File: src/sv/ffqs_pkg.sv
// ----------------------------------------------------------------------------
// ffqs_pkg
// Shared types and field widths for the searchable FIFO queue.
// ----------------------------------------------------------------------------
package ffqs_pkg;

    localparam int CMD_W    = 3;
    localparam int VALUE_W  = 32;
    localparam int POS_W    = 7;
    localparam int STATUS_W = 2;
    localparam int DATA_W   = 32;
    localparam int COUNT_W  = 7;

    // Request item: command, value, position, padded to whole bytes.
    localparam int IN_BITS  = CMD_W + VALUE_W + POS_W;
    localparam int IN_W     = ((IN_BITS + 7) / 8) * 8;

    // Result item: status, data, found position, count, padded to whole bytes.
    localparam int OUT_BITS = STATUS_W + DATA_W + POS_W + COUNT_W;
    localparam int OUT_W    = ((OUT_BITS + 7) / 8) * 8;

    typedef enum logic [CMD_W-1:0] {
        CMD_RESTART  = 3'd0,
        CMD_PUSH     = 3'd1,
        CMD_POP      = 3'd2,
        CMD_FIND_POS = 3'd3,
        CMD_FIND_VAL = 3'd4,
        CMD_CLEAR    = 3'd5
    } cmd_t;

    typedef enum logic [STATUS_W-1:0] {
        STATUS_OK        = 2'd0,
        STATUS_EMPTY     = 2'd1,
        STATUS_FULL      = 2'd2,
        STATUS_NOT_FOUND = 2'd3
    } status_t;

endpackage

File: src/sv/ffqs_ram.sv
// ----------------------------------------------------------------------------
// ffqs_ram
// Generic single-write, single-read synchronous RAM with registered read data.
// ----------------------------------------------------------------------------
module ffqs_ram #(
    parameter int WIDTH = 32,
    parameter int DEPTH = 64
) (
    input  logic                                 clk,
    input  logic                                 we,
    input  logic [((DEPTH > 1) ? $clog2(DEPTH) : 1)-1:0] waddr,
    input  logic [WIDTH-1:0]                     wdata,
    input  logic [((DEPTH > 1) ? $clog2(DEPTH) : 1)-1:0] raddr,
    output logic [WIDTH-1:0]                     rdata
);

    logic [WIDTH-1:0] mem [DEPTH];

    always_ff @(posedge clk)
    begin
        if (we)
        begin
            mem[waddr] <= wdata;
        end
        rdata <= mem[raddr];
    end

endmodule

File: src/sv/fifo_queue_with_search_top.sv
// ----------------------------------------------------------------------------
// fifo_queue_with_search_top
// Bounded FIFO of words kept as a ring in one RAM, with push, pop, clear,
// restart, lookup by position and linear search by value.
// ----------------------------------------------------------------------------
//
//  Channel   Direction  Payload (low bits first)
//  -------   ---------  -----------------------------------------------------
//  s_axis    in         command[2:0], value[34:3], position[41:35], pad to 48
//  m_axis    out        status[1:0], data[33:2], found_position[40:34],
//                       count[47:41]
//
// One request is processed at a time. Restart, push, clear and unused codes
// go from EXEC straight to RESULT; pop and lookup by position pass through
// READ, where they wait for the RAM read. Search by value reads one stored
// word per cycle in SCAN, at most the whole count, because there is a single
// RAM read port. The input is ready again when the result is loaded into the
// output register, so a new request is only taken once the last is through.
// A new request is accepted while a finished result still sits in the output
// register; a result only waits when that register is still occupied.
// Reset clears the pointers and the count at once; the RAM needs no clearing
// pass because only entries inside the count are ever read.
// ----------------------------------------------------------------------------
module fifo_queue_with_search_top #(
    parameter int DEPTH      = 64,
    parameter int WORD_WIDTH = 32
) (
    input  logic                       clk,
    input  logic                       rst_n,

    input  logic                       s_axis_tvalid,
    output logic                       s_axis_tready,
    // command[2:0], value[34:3], position[41:35], zero pad above
    input  logic [ffqs_pkg::IN_W-1:0]  s_axis_tdata,

    output logic                       m_axis_tvalid,
    input  logic                       m_axis_tready,
    // status[1:0], data[33:2], found_position[40:34], count[47:41]
    output logic [ffqs_pkg::OUT_W-1:0] m_axis_tdata
);

    // Address width of the ring, width of the fill count (holds DEPTH itself).
    localparam int AW  = (DEPTH > 1) ? $clog2(DEPTH) : 1;
    localparam int CW  = $clog2(DEPTH + 1);
    // Common width for comparing the 7-bit position against the count.
    localparam int PCW = (CW > ffqs_pkg::POS_W) ? CW : ffqs_pkg::POS_W;
    // Common width for moving words between the 32-bit fields and the store.
    localparam int XW  = (WORD_WIDTH > ffqs_pkg::DATA_W) ? WORD_WIDTH : ffqs_pkg::DATA_W;

    typedef enum logic [2:0] {
        ST_IDLE,
        ST_EXEC,
        ST_READ,
        ST_SCAN,
        ST_RESULT
    } state_t;

    // Value field into a stored word: zero extend or keep the low WORD_WIDTH bits.
    function automatic logic [WORD_WIDTH-1:0] value_to_word(
        input logic [ffqs_pkg::VALUE_W-1:0] v
    );
        logic [XW-1:0] wide;
        wide = XW'(v);
        return wide[WORD_WIDTH-1:0];
    endfunction

    // Stored word into the data field: zero extend or keep the low bits.
    function automatic logic [ffqs_pkg::DATA_W-1:0] word_to_data(
        input logic [WORD_WIDTH-1:0] w
    );
        logic [XW-1:0] wide;
        wide = XW'(w);
        return wide[ffqs_pkg::DATA_W-1:0];
    endfunction

    function automatic logic [AW-1:0] ring_inc(input logic [AW-1:0] i);
        return (i == AW'(DEPTH - 1)) ? '0 : i + AW'(1);
    endfunction

    // Control state
    state_t                        state_reg,     state_next;
    logic [AW-1:0]                 head_reg,      head_next;
    logic [AW-1:0]                 tail_reg,      tail_next;
    logic [CW-1:0]                 fill_reg,      fill_next;
    logic                          out_valid_reg, out_valid_next;

    // Request, search progress and result payload
    ffqs_pkg::cmd_t                req_cmd_reg,   req_cmd_next;
    logic [WORD_WIDTH-1:0]         req_word_reg,  req_word_next;
    logic [ffqs_pkg::POS_W-1:0]    req_pos_reg,   req_pos_next;
    logic [AW-1:0]                 scan_idx_reg,  scan_idx_next;
    logic [AW-1:0]                 cmp_cnt_reg,   cmp_cnt_next;
    ffqs_pkg::status_t             res_status_reg, res_status_next;
    logic [ffqs_pkg::DATA_W-1:0]   res_data_reg,  res_data_next;
    logic [ffqs_pkg::POS_W-1:0]    res_fpos_reg,  res_fpos_next;
    logic [ffqs_pkg::OUT_W-1:0]    out_tdata_reg, out_tdata_next;

    // RAM ports
    logic                          ram_we;
    logic [AW-1:0]                 ram_waddr;
    logic [WORD_WIDTH-1:0]         ram_wdata;
    logic [AW-1:0]                 ram_raddr;
    logic [WORD_WIDTH-1:0]         ram_rdata;

    // Address arithmetic for lookup by position and search bookkeeping.
    logic [PCW-1:0]                pos_wide;
    logic [PCW-1:0]                fill_wide;
    logic [PCW-1:0]                pos_m1;
    logic [AW:0]                   pos_sum;
    logic [AW-1:0]                 pos_addr;
    logic                          pos_bad;
    logic [PCW-1:0]                cmp_wide;
    logic [PCW-1:0]                fpos_wide;
    logic [PCW-1:0]                count_wide;

    assign pos_wide   = PCW'(req_pos_reg);
    assign fill_wide  = PCW'(fill_reg);
    assign pos_m1     = pos_wide - PCW'(1);
    assign pos_bad    = (pos_wide == '0) || (pos_wide > fill_wide);
    // Head plus an offset below DEPTH stays under twice DEPTH: one subtract wraps it.
    assign pos_sum    = {1'b0, head_reg} + {1'b0, pos_m1[AW-1:0]};
    assign pos_addr   = (pos_sum >= (AW+1)'(DEPTH)) ? AW'(pos_sum - (AW+1)'(DEPTH))
                                                    : pos_sum[AW-1:0];
    assign cmp_wide   = PCW'(cmp_cnt_reg);
    assign fpos_wide  = cmp_wide + PCW'(1);
    assign count_wide = PCW'(fill_reg);

    ffqs_ram #(
        .WIDTH (WORD_WIDTH),
        .DEPTH (DEPTH)
    ) u_ring (
        .clk   (clk),
        .we    (ram_we),
        .waddr (ram_waddr),
        .wdata (ram_wdata),
        .raddr (ram_raddr),
        .rdata (ram_rdata)
    );

    assign s_axis_tready = (state_reg == ST_IDLE);
    assign m_axis_tvalid = out_valid_reg;
    assign m_axis_tdata  = out_tdata_reg;

    always_comb
    begin
        state_next      = state_reg;
        head_next       = head_reg;
        tail_next       = tail_reg;
        fill_next       = fill_reg;
        out_valid_next  = out_valid_reg;
        req_cmd_next    = req_cmd_reg;
        req_word_next   = req_word_reg;
        req_pos_next    = req_pos_reg;
        scan_idx_next   = scan_idx_reg;
        cmp_cnt_next    = cmp_cnt_reg;
        res_status_next = res_status_reg;
        res_data_next   = res_data_reg;
        res_fpos_next   = res_fpos_reg;
        out_tdata_next  = out_tdata_reg;

        ram_we    = 1'b0;
        ram_waddr = tail_reg;
        ram_wdata = req_word_reg;
        ram_raddr = head_reg;

        // The downstream side took the waiting result.
        if (out_valid_reg && m_axis_tready)
        begin
            out_valid_next = 1'b0;
        end

        unique case (state_reg)
            ST_IDLE:
            begin
                if (s_axis_tvalid)
                begin
                    req_cmd_next  = ffqs_pkg::cmd_t'(s_axis_tdata[2:0]);
                    req_word_next = value_to_word(s_axis_tdata[34:3]);
                    req_pos_next  = s_axis_tdata[41:35];
                    state_next    = ST_EXEC;
                end
            end

            ST_EXEC:
            begin
                res_status_next = ffqs_pkg::STATUS_OK;
                res_data_next   = '0;
                res_fpos_next   = '0;
                state_next      = ST_RESULT;
                unique case (req_cmd_reg)
                    ffqs_pkg::CMD_RESTART:
                    begin
                        // Empty the ring, then the word lands in entry zero.
                        ram_we    = 1'b1;
                        ram_waddr = '0;
                        head_next = '0;
                        tail_next = AW'(1);
                        fill_next = CW'(1);
                    end
                    ffqs_pkg::CMD_PUSH:
                    begin
                        if (fill_reg == CW'(DEPTH))
                        begin
                            res_status_next = ffqs_pkg::STATUS_FULL;
                        end
                        else
                        begin
                            ram_we    = 1'b1;
                            tail_next = ring_inc(tail_reg);
                            fill_next = fill_reg + CW'(1);
                        end
                    end
                    ffqs_pkg::CMD_POP:
                    begin
                        if (fill_reg == '0)
                        begin
                            res_status_next = ffqs_pkg::STATUS_EMPTY;
                        end
                        else
                        begin
                            ram_raddr  = head_reg;
                            state_next = ST_READ;
                        end
                    end
                    ffqs_pkg::CMD_FIND_POS:
                    begin
                        if (fill_reg == '0)
                        begin
                            res_status_next = ffqs_pkg::STATUS_EMPTY;
                        end
                        else if (pos_bad)
                        begin
                            res_status_next = ffqs_pkg::STATUS_NOT_FOUND;
                        end
                        else
                        begin
                            ram_raddr  = pos_addr;
                            state_next = ST_READ;
                        end
                    end
                    ffqs_pkg::CMD_FIND_VAL:
                    begin
                        if (fill_reg == '0)
                        begin
                            res_status_next = ffqs_pkg::STATUS_EMPTY;
                        end
                        else
                        begin
                            // The head word is read now; the next address is queued.
                            ram_raddr     = head_reg;
                            scan_idx_next = ring_inc(head_reg);
                            cmp_cnt_next  = '0;
                            state_next    = ST_SCAN;
                        end
                    end
                    ffqs_pkg::CMD_CLEAR:
                    begin
                        if (fill_reg == '0)
                        begin
                            res_status_next = ffqs_pkg::STATUS_EMPTY;
                        end
                        head_next = '0;
                        tail_next = '0;
                        fill_next = '0;
                    end
                    default:
                    begin
                    end
                endcase
            end

            ST_READ:
            begin
                res_data_next = word_to_data(ram_rdata);
                state_next    = ST_RESULT;
                if (req_cmd_reg == ffqs_pkg::CMD_POP)
                begin
                    fill_next = fill_reg - CW'(1);
                    // Taking the last word returns both pointers to zero.
                    if (fill_reg == CW'(1))
                    begin
                        head_next = '0;
                        tail_next = '0;
                    end
                    else
                    begin
                        head_next = ring_inc(head_reg);
                    end
                end
            end

            ST_SCAN:
            begin
                if (ram_rdata == req_word_reg)
                begin
                    res_status_next = ffqs_pkg::STATUS_OK;
                    res_data_next   = word_to_data(req_word_reg);
                    res_fpos_next   = fpos_wide[ffqs_pkg::POS_W-1:0];
                    state_next      = ST_RESULT;
                end
                else if (cmp_wide == fill_wide - PCW'(1))
                begin
                    res_status_next = ffqs_pkg::STATUS_NOT_FOUND;
                    state_next      = ST_RESULT;
                end
                else
                begin
                    ram_raddr     = scan_idx_reg;
                    scan_idx_next = ring_inc(scan_idx_reg);
                    cmp_cnt_next  = cmp_cnt_reg + AW'(1);
                end
            end

            ST_RESULT:
            begin
                if (!out_valid_reg || m_axis_tready)
                begin
                    out_valid_next = 1'b1;
                    out_tdata_next = ffqs_pkg::OUT_W'({count_wide[ffqs_pkg::COUNT_W-1:0],
                                                       res_fpos_reg,
                                                       res_data_reg,
                                                       res_status_reg});
                    state_next     = ST_IDLE;
                end
            end

            default:
            begin
                state_next = ST_IDLE;
            end
        endcase
    end

    always_ff @(posedge clk or negedge rst_n)
    begin
        if (!rst_n)
        begin
            state_reg     <= ST_IDLE;
            head_reg      <= '0;
            tail_reg      <= '0;
            fill_reg      <= '0;
            out_valid_reg <= 1'b0;
        end
        else
        begin
            state_reg     <= state_next;
            head_reg      <= head_next;
            tail_reg      <= tail_next;
            fill_reg      <= fill_next;
            out_valid_reg <= out_valid_next;
        end
    end

    always_ff @(posedge clk)
    begin
        req_cmd_reg    <= req_cmd_next;
        req_word_reg   <= req_word_next;
        req_pos_reg    <= req_pos_next;
        scan_idx_reg   <= scan_idx_next;
        cmp_cnt_reg    <= cmp_cnt_next;
        res_status_reg <= res_status_next;
        res_data_reg   <= res_data_next;
        res_fpos_reg   <= res_fpos_next;
        out_tdata_reg  <= out_tdata_next;
    end

endmodule
File: config.mk
export PLATFORM = sky130hd
export DESIGN_NAME = fifo_queue_with_search_top
export DESIGN_NICKNAME = d
export VERILOG_FILES = /design/src/sv/ffqs_pkg.sv /design/src/sv/ffqs_ram.sv /design/src/sv/fifo_queue_with_search_top.sv
export SDC_FILE = /design/constraint.sdc
export NUM_CORES = 2
export LEC_CHECK = 0
export ABC_AREA = 1
export BUFFER_PORTS_ARGS = -buffer_cell sky130_fd_sc_hd__buf_2
export CORE_MARGIN = 10
export CORE_UTILIZATION = 58
export DETAILED_ROUTE_END_ITERATION = 8
export GPL_ROUTABILITY_DRIVEN = 0
export PLACE_DENSITY_LB_ADDON = 0.3
export SLEW_MARGIN = 40
export SYNTH_ARGS = -nofsm -noshare
export SYNTH_HDL_FRONTEND = slang
export SYNTH_SLANG_ARGS = --single-unit
File: constraint.sdc
create_clock -name clk -period 5.4 [get_ports clk]
set_input_delay 0.54 -clock clk [delete_from_list [all_inputs] [get_ports clk]]
set_output_delay 0.54 -clock clk [all_outputs]
set_load 0.03 [all_outputs]
==> results.ini <==
[status]
outcome=finished clean

[drt]
drcViolationCount=0
postRouteAntennaNets=0
routed_wl_mm=278
viasPerCell=5.84
firstDrtPassIters=8
vias=69000
drt-initial-drc-count=9743
avgRoutedWirePerCell_um=23.6

[timing]
tns_ps=0
rsz0062_at_grt=no
slew_viol_final=0
slew_headroom_pct=41.2
fin_crit_sh_pct=93.9
setup_violations=0
max_clock_freq_mhz=197
skew_ps=32.8
tightest_slew_ps=882
min_period_ps=5070
hold_viol=0

[die]
start_util_pct=58.2
die_h_um=432
ios=102
core_mm2=0.169
num_rows=151
die_area_mm2=0.186
die_w_um=432

[finish]
syn2layout_area_growth_pct=11.3
final_area_mm2=0.109
instances_no_fill=11800
fillers=12200
largest_register=u_ring.mem
fin_nets=9489
drive_gt1_share_pct=7.51
largest_reg_flops=2048

[placed_design]
dpl-instance-area_mm2=0.102
place.detailed.hpwl_mm=150
port_buffers=95
dp_cells=11400

[clock_tree]
clk_pin_slew_ps=70
cts_max_level=4
cts_num_sinks=2246
postCtsSetupBuffers=0
insertion_delay_ps=870
ctsHoldBuffers=44
cts_inserted_buffers=215
clock_tree.buffer_depth=3
root_buffer=clkbuf_16
cts_tree=done
cts_resized=0

[synth]
synth_commonest_cells=edfxtp_1, nand3_1, nand2_1
synth_cells=9324
synth-seq-area-share_pct=68.1
ys_types=41
synthesis.nets=9399
ys_warn_count=0
synth_most_common_cell=edfxtp_1
synth_seq_cells=2246
synthTopCellsByArea=edfxtp_1, nand3_1, nand2_1
synth_top_cell_area_share_pct=66.9
syn_area_per_cell_um2=10.5
async_flop_share_pct=1.02
syn_area_mm2=0.0984
synth_top_area_cell=edfxtp_1
synth-edff-count=2191
ys.flop_type=edfxtp_1

[pwr]
p_per_area_mw_per_mm2=552
p_leak_uw=0.0456
peakVddDrop_uv=561

[global_route]
track_usage_pct=29.2
grt_pass1_vias=66400
grt_max_degree=155
grt_overflow=0
grt_pass1_wl_mm=408
antenna_found_initial=9

[worst_setup_path]
worstSetupEndpointType=register
r2r_start=count_wide[4]
start_kind=register
crit_type=register to register
required_ps=6130
cp_max_fo=43
crit_path_start=count_wide[4]
cp.arrival_ps=5800

[min_path]
hp-start=s_axis_tvalid
worstHoldPathType=primary input to register

[job]
max-cap-violations=0

==> where the power goes <==
part / total (uW) / switching [uW] / internal [uW] / leakage, uW
combinational: 24400 / 18100 / 6340 / 0.0219
clock: 14800 / 6540 / 8230 / 0.00334
sequential: 21300 / 527 / 20700 / 0.0203
==> critical path, stage by stage, from the launching register on <==
cell and delay (ps):
dfrtp_1 510, inv_1 180, ha_1 320, nand2_1 70
nand2_1 40, a21oi_1 130, nand2_1 90, nand2_1 90
nand3_1 350, o21ai_0 290, nand2_1 70, nand2_1 190
nand2_8 230, nand2_8 410, buf_12 280, buf_12 270
nand2_1 90, nand3_1 90, nand3_1 80, nand3_1 140
nand3_1 290, nand3_1 450, nand2_1 100
==> area by class of cell <==
| type | count | area (um2) | share of cell area (%) |
|---|---|---|---|
| tap | 2218 | 2780 | 2.53 |
| antenna | 3 | 7.51 | 0.00686 |
| multi-input combinational | 4681 | 22200 | 20.3 |
| sequential | 2246 | 67000 | 61.2 |
| clock inverter | 135 | 1180 | 1.08 |
| timing repair buffer | 368 | 3450 | 3.15 |
| inverter | 1902 | 7150 | 6.53 |
| clock buffer | 271 | 5690 | 5.19 |
==> through the flow <==
| stage | hold WS [ps] | utilization (%) | total power, uW | worst slack, ps |
|---|---|---|---|---|
| after floorplan | 244 | - | 37000 | 936 |
| after global placement | 406 | 60.5 | 44600 | 586 |
| after detailed placement | 405 | 60.5 | 45200 | 551 |
| after CTS | 96.7 | 64.8 | 59800 | 526 |
| after global routing | 192 | 64.8 | 62900 | 136 |
| final | 138 | 64.8 | 60400 | 330 |
==> cell families (layout without fill, tap and decap cells) <==
group,after synthesis,count (layout),share of synthesized area (%)
adders and majority gates,23,23,0.300
DFF,2246,2246,68.1
AOI/OAI and AO/OA,116,116,0.745
other,0,3,0
buffers and inverters,2397,2676,9.92
and+or+nand+nor,4506,4506,20.6
xor gates and xnor gates,36,36,0.321
==> placed cells by master (no fill, tap or decap), drive strengths merged, types with 7 or more instances in the layout <==
cell	netlist	layout
xor2	7	7
edfxtp	2191	2191
dfrtp	23	23
dfxtp	32	32
a21oi	25	25
bufinv	0	16
dlygate4sd3	0	44
clkinv	2	109
nor3	16	16
o22ai	24	24
nand3	2185	2185
clkbuf	121	271
inv	1900	1907
a22o	21	21
o21ai	28	28
buf	374	324
nor2	136	136
ha	22	22
xnor2	29	29
nand4	10	10
nand2	2024	2024
nand3b	129	129
==> metal layers <==
| metal | up-vias | global-route usage (%) | wire length [um] |
|---|---|---|---|
| met3 | 892 | 6.47 | 33100 |
| met5 | - | 0 | 51 |
| li1 | 30900 | - | - |
| met4 | 8 | 18.8 | 20300 |
| met1 | 32800 | 36.6 | 97300 |
| met2 | 4441 | 46.0 | 128000 |
==> worst paths after layout <==
kind                            slack, ps          endpoint  cells after the start
worst max-delay path                  330  u_ring.rdata[20]                     22
worst min-delay path                  140      state_reg[0]                      5
min in group asynchronous             180       tail_reg[3]                      2
worst max register to register        330  u_ring.rdata[20]                     22
worst min register to register        420  m_axis_tdata[21]                      0
max in group asynchronous            4880       head_reg[3]                      2
(Power assumes the default switching activity.)
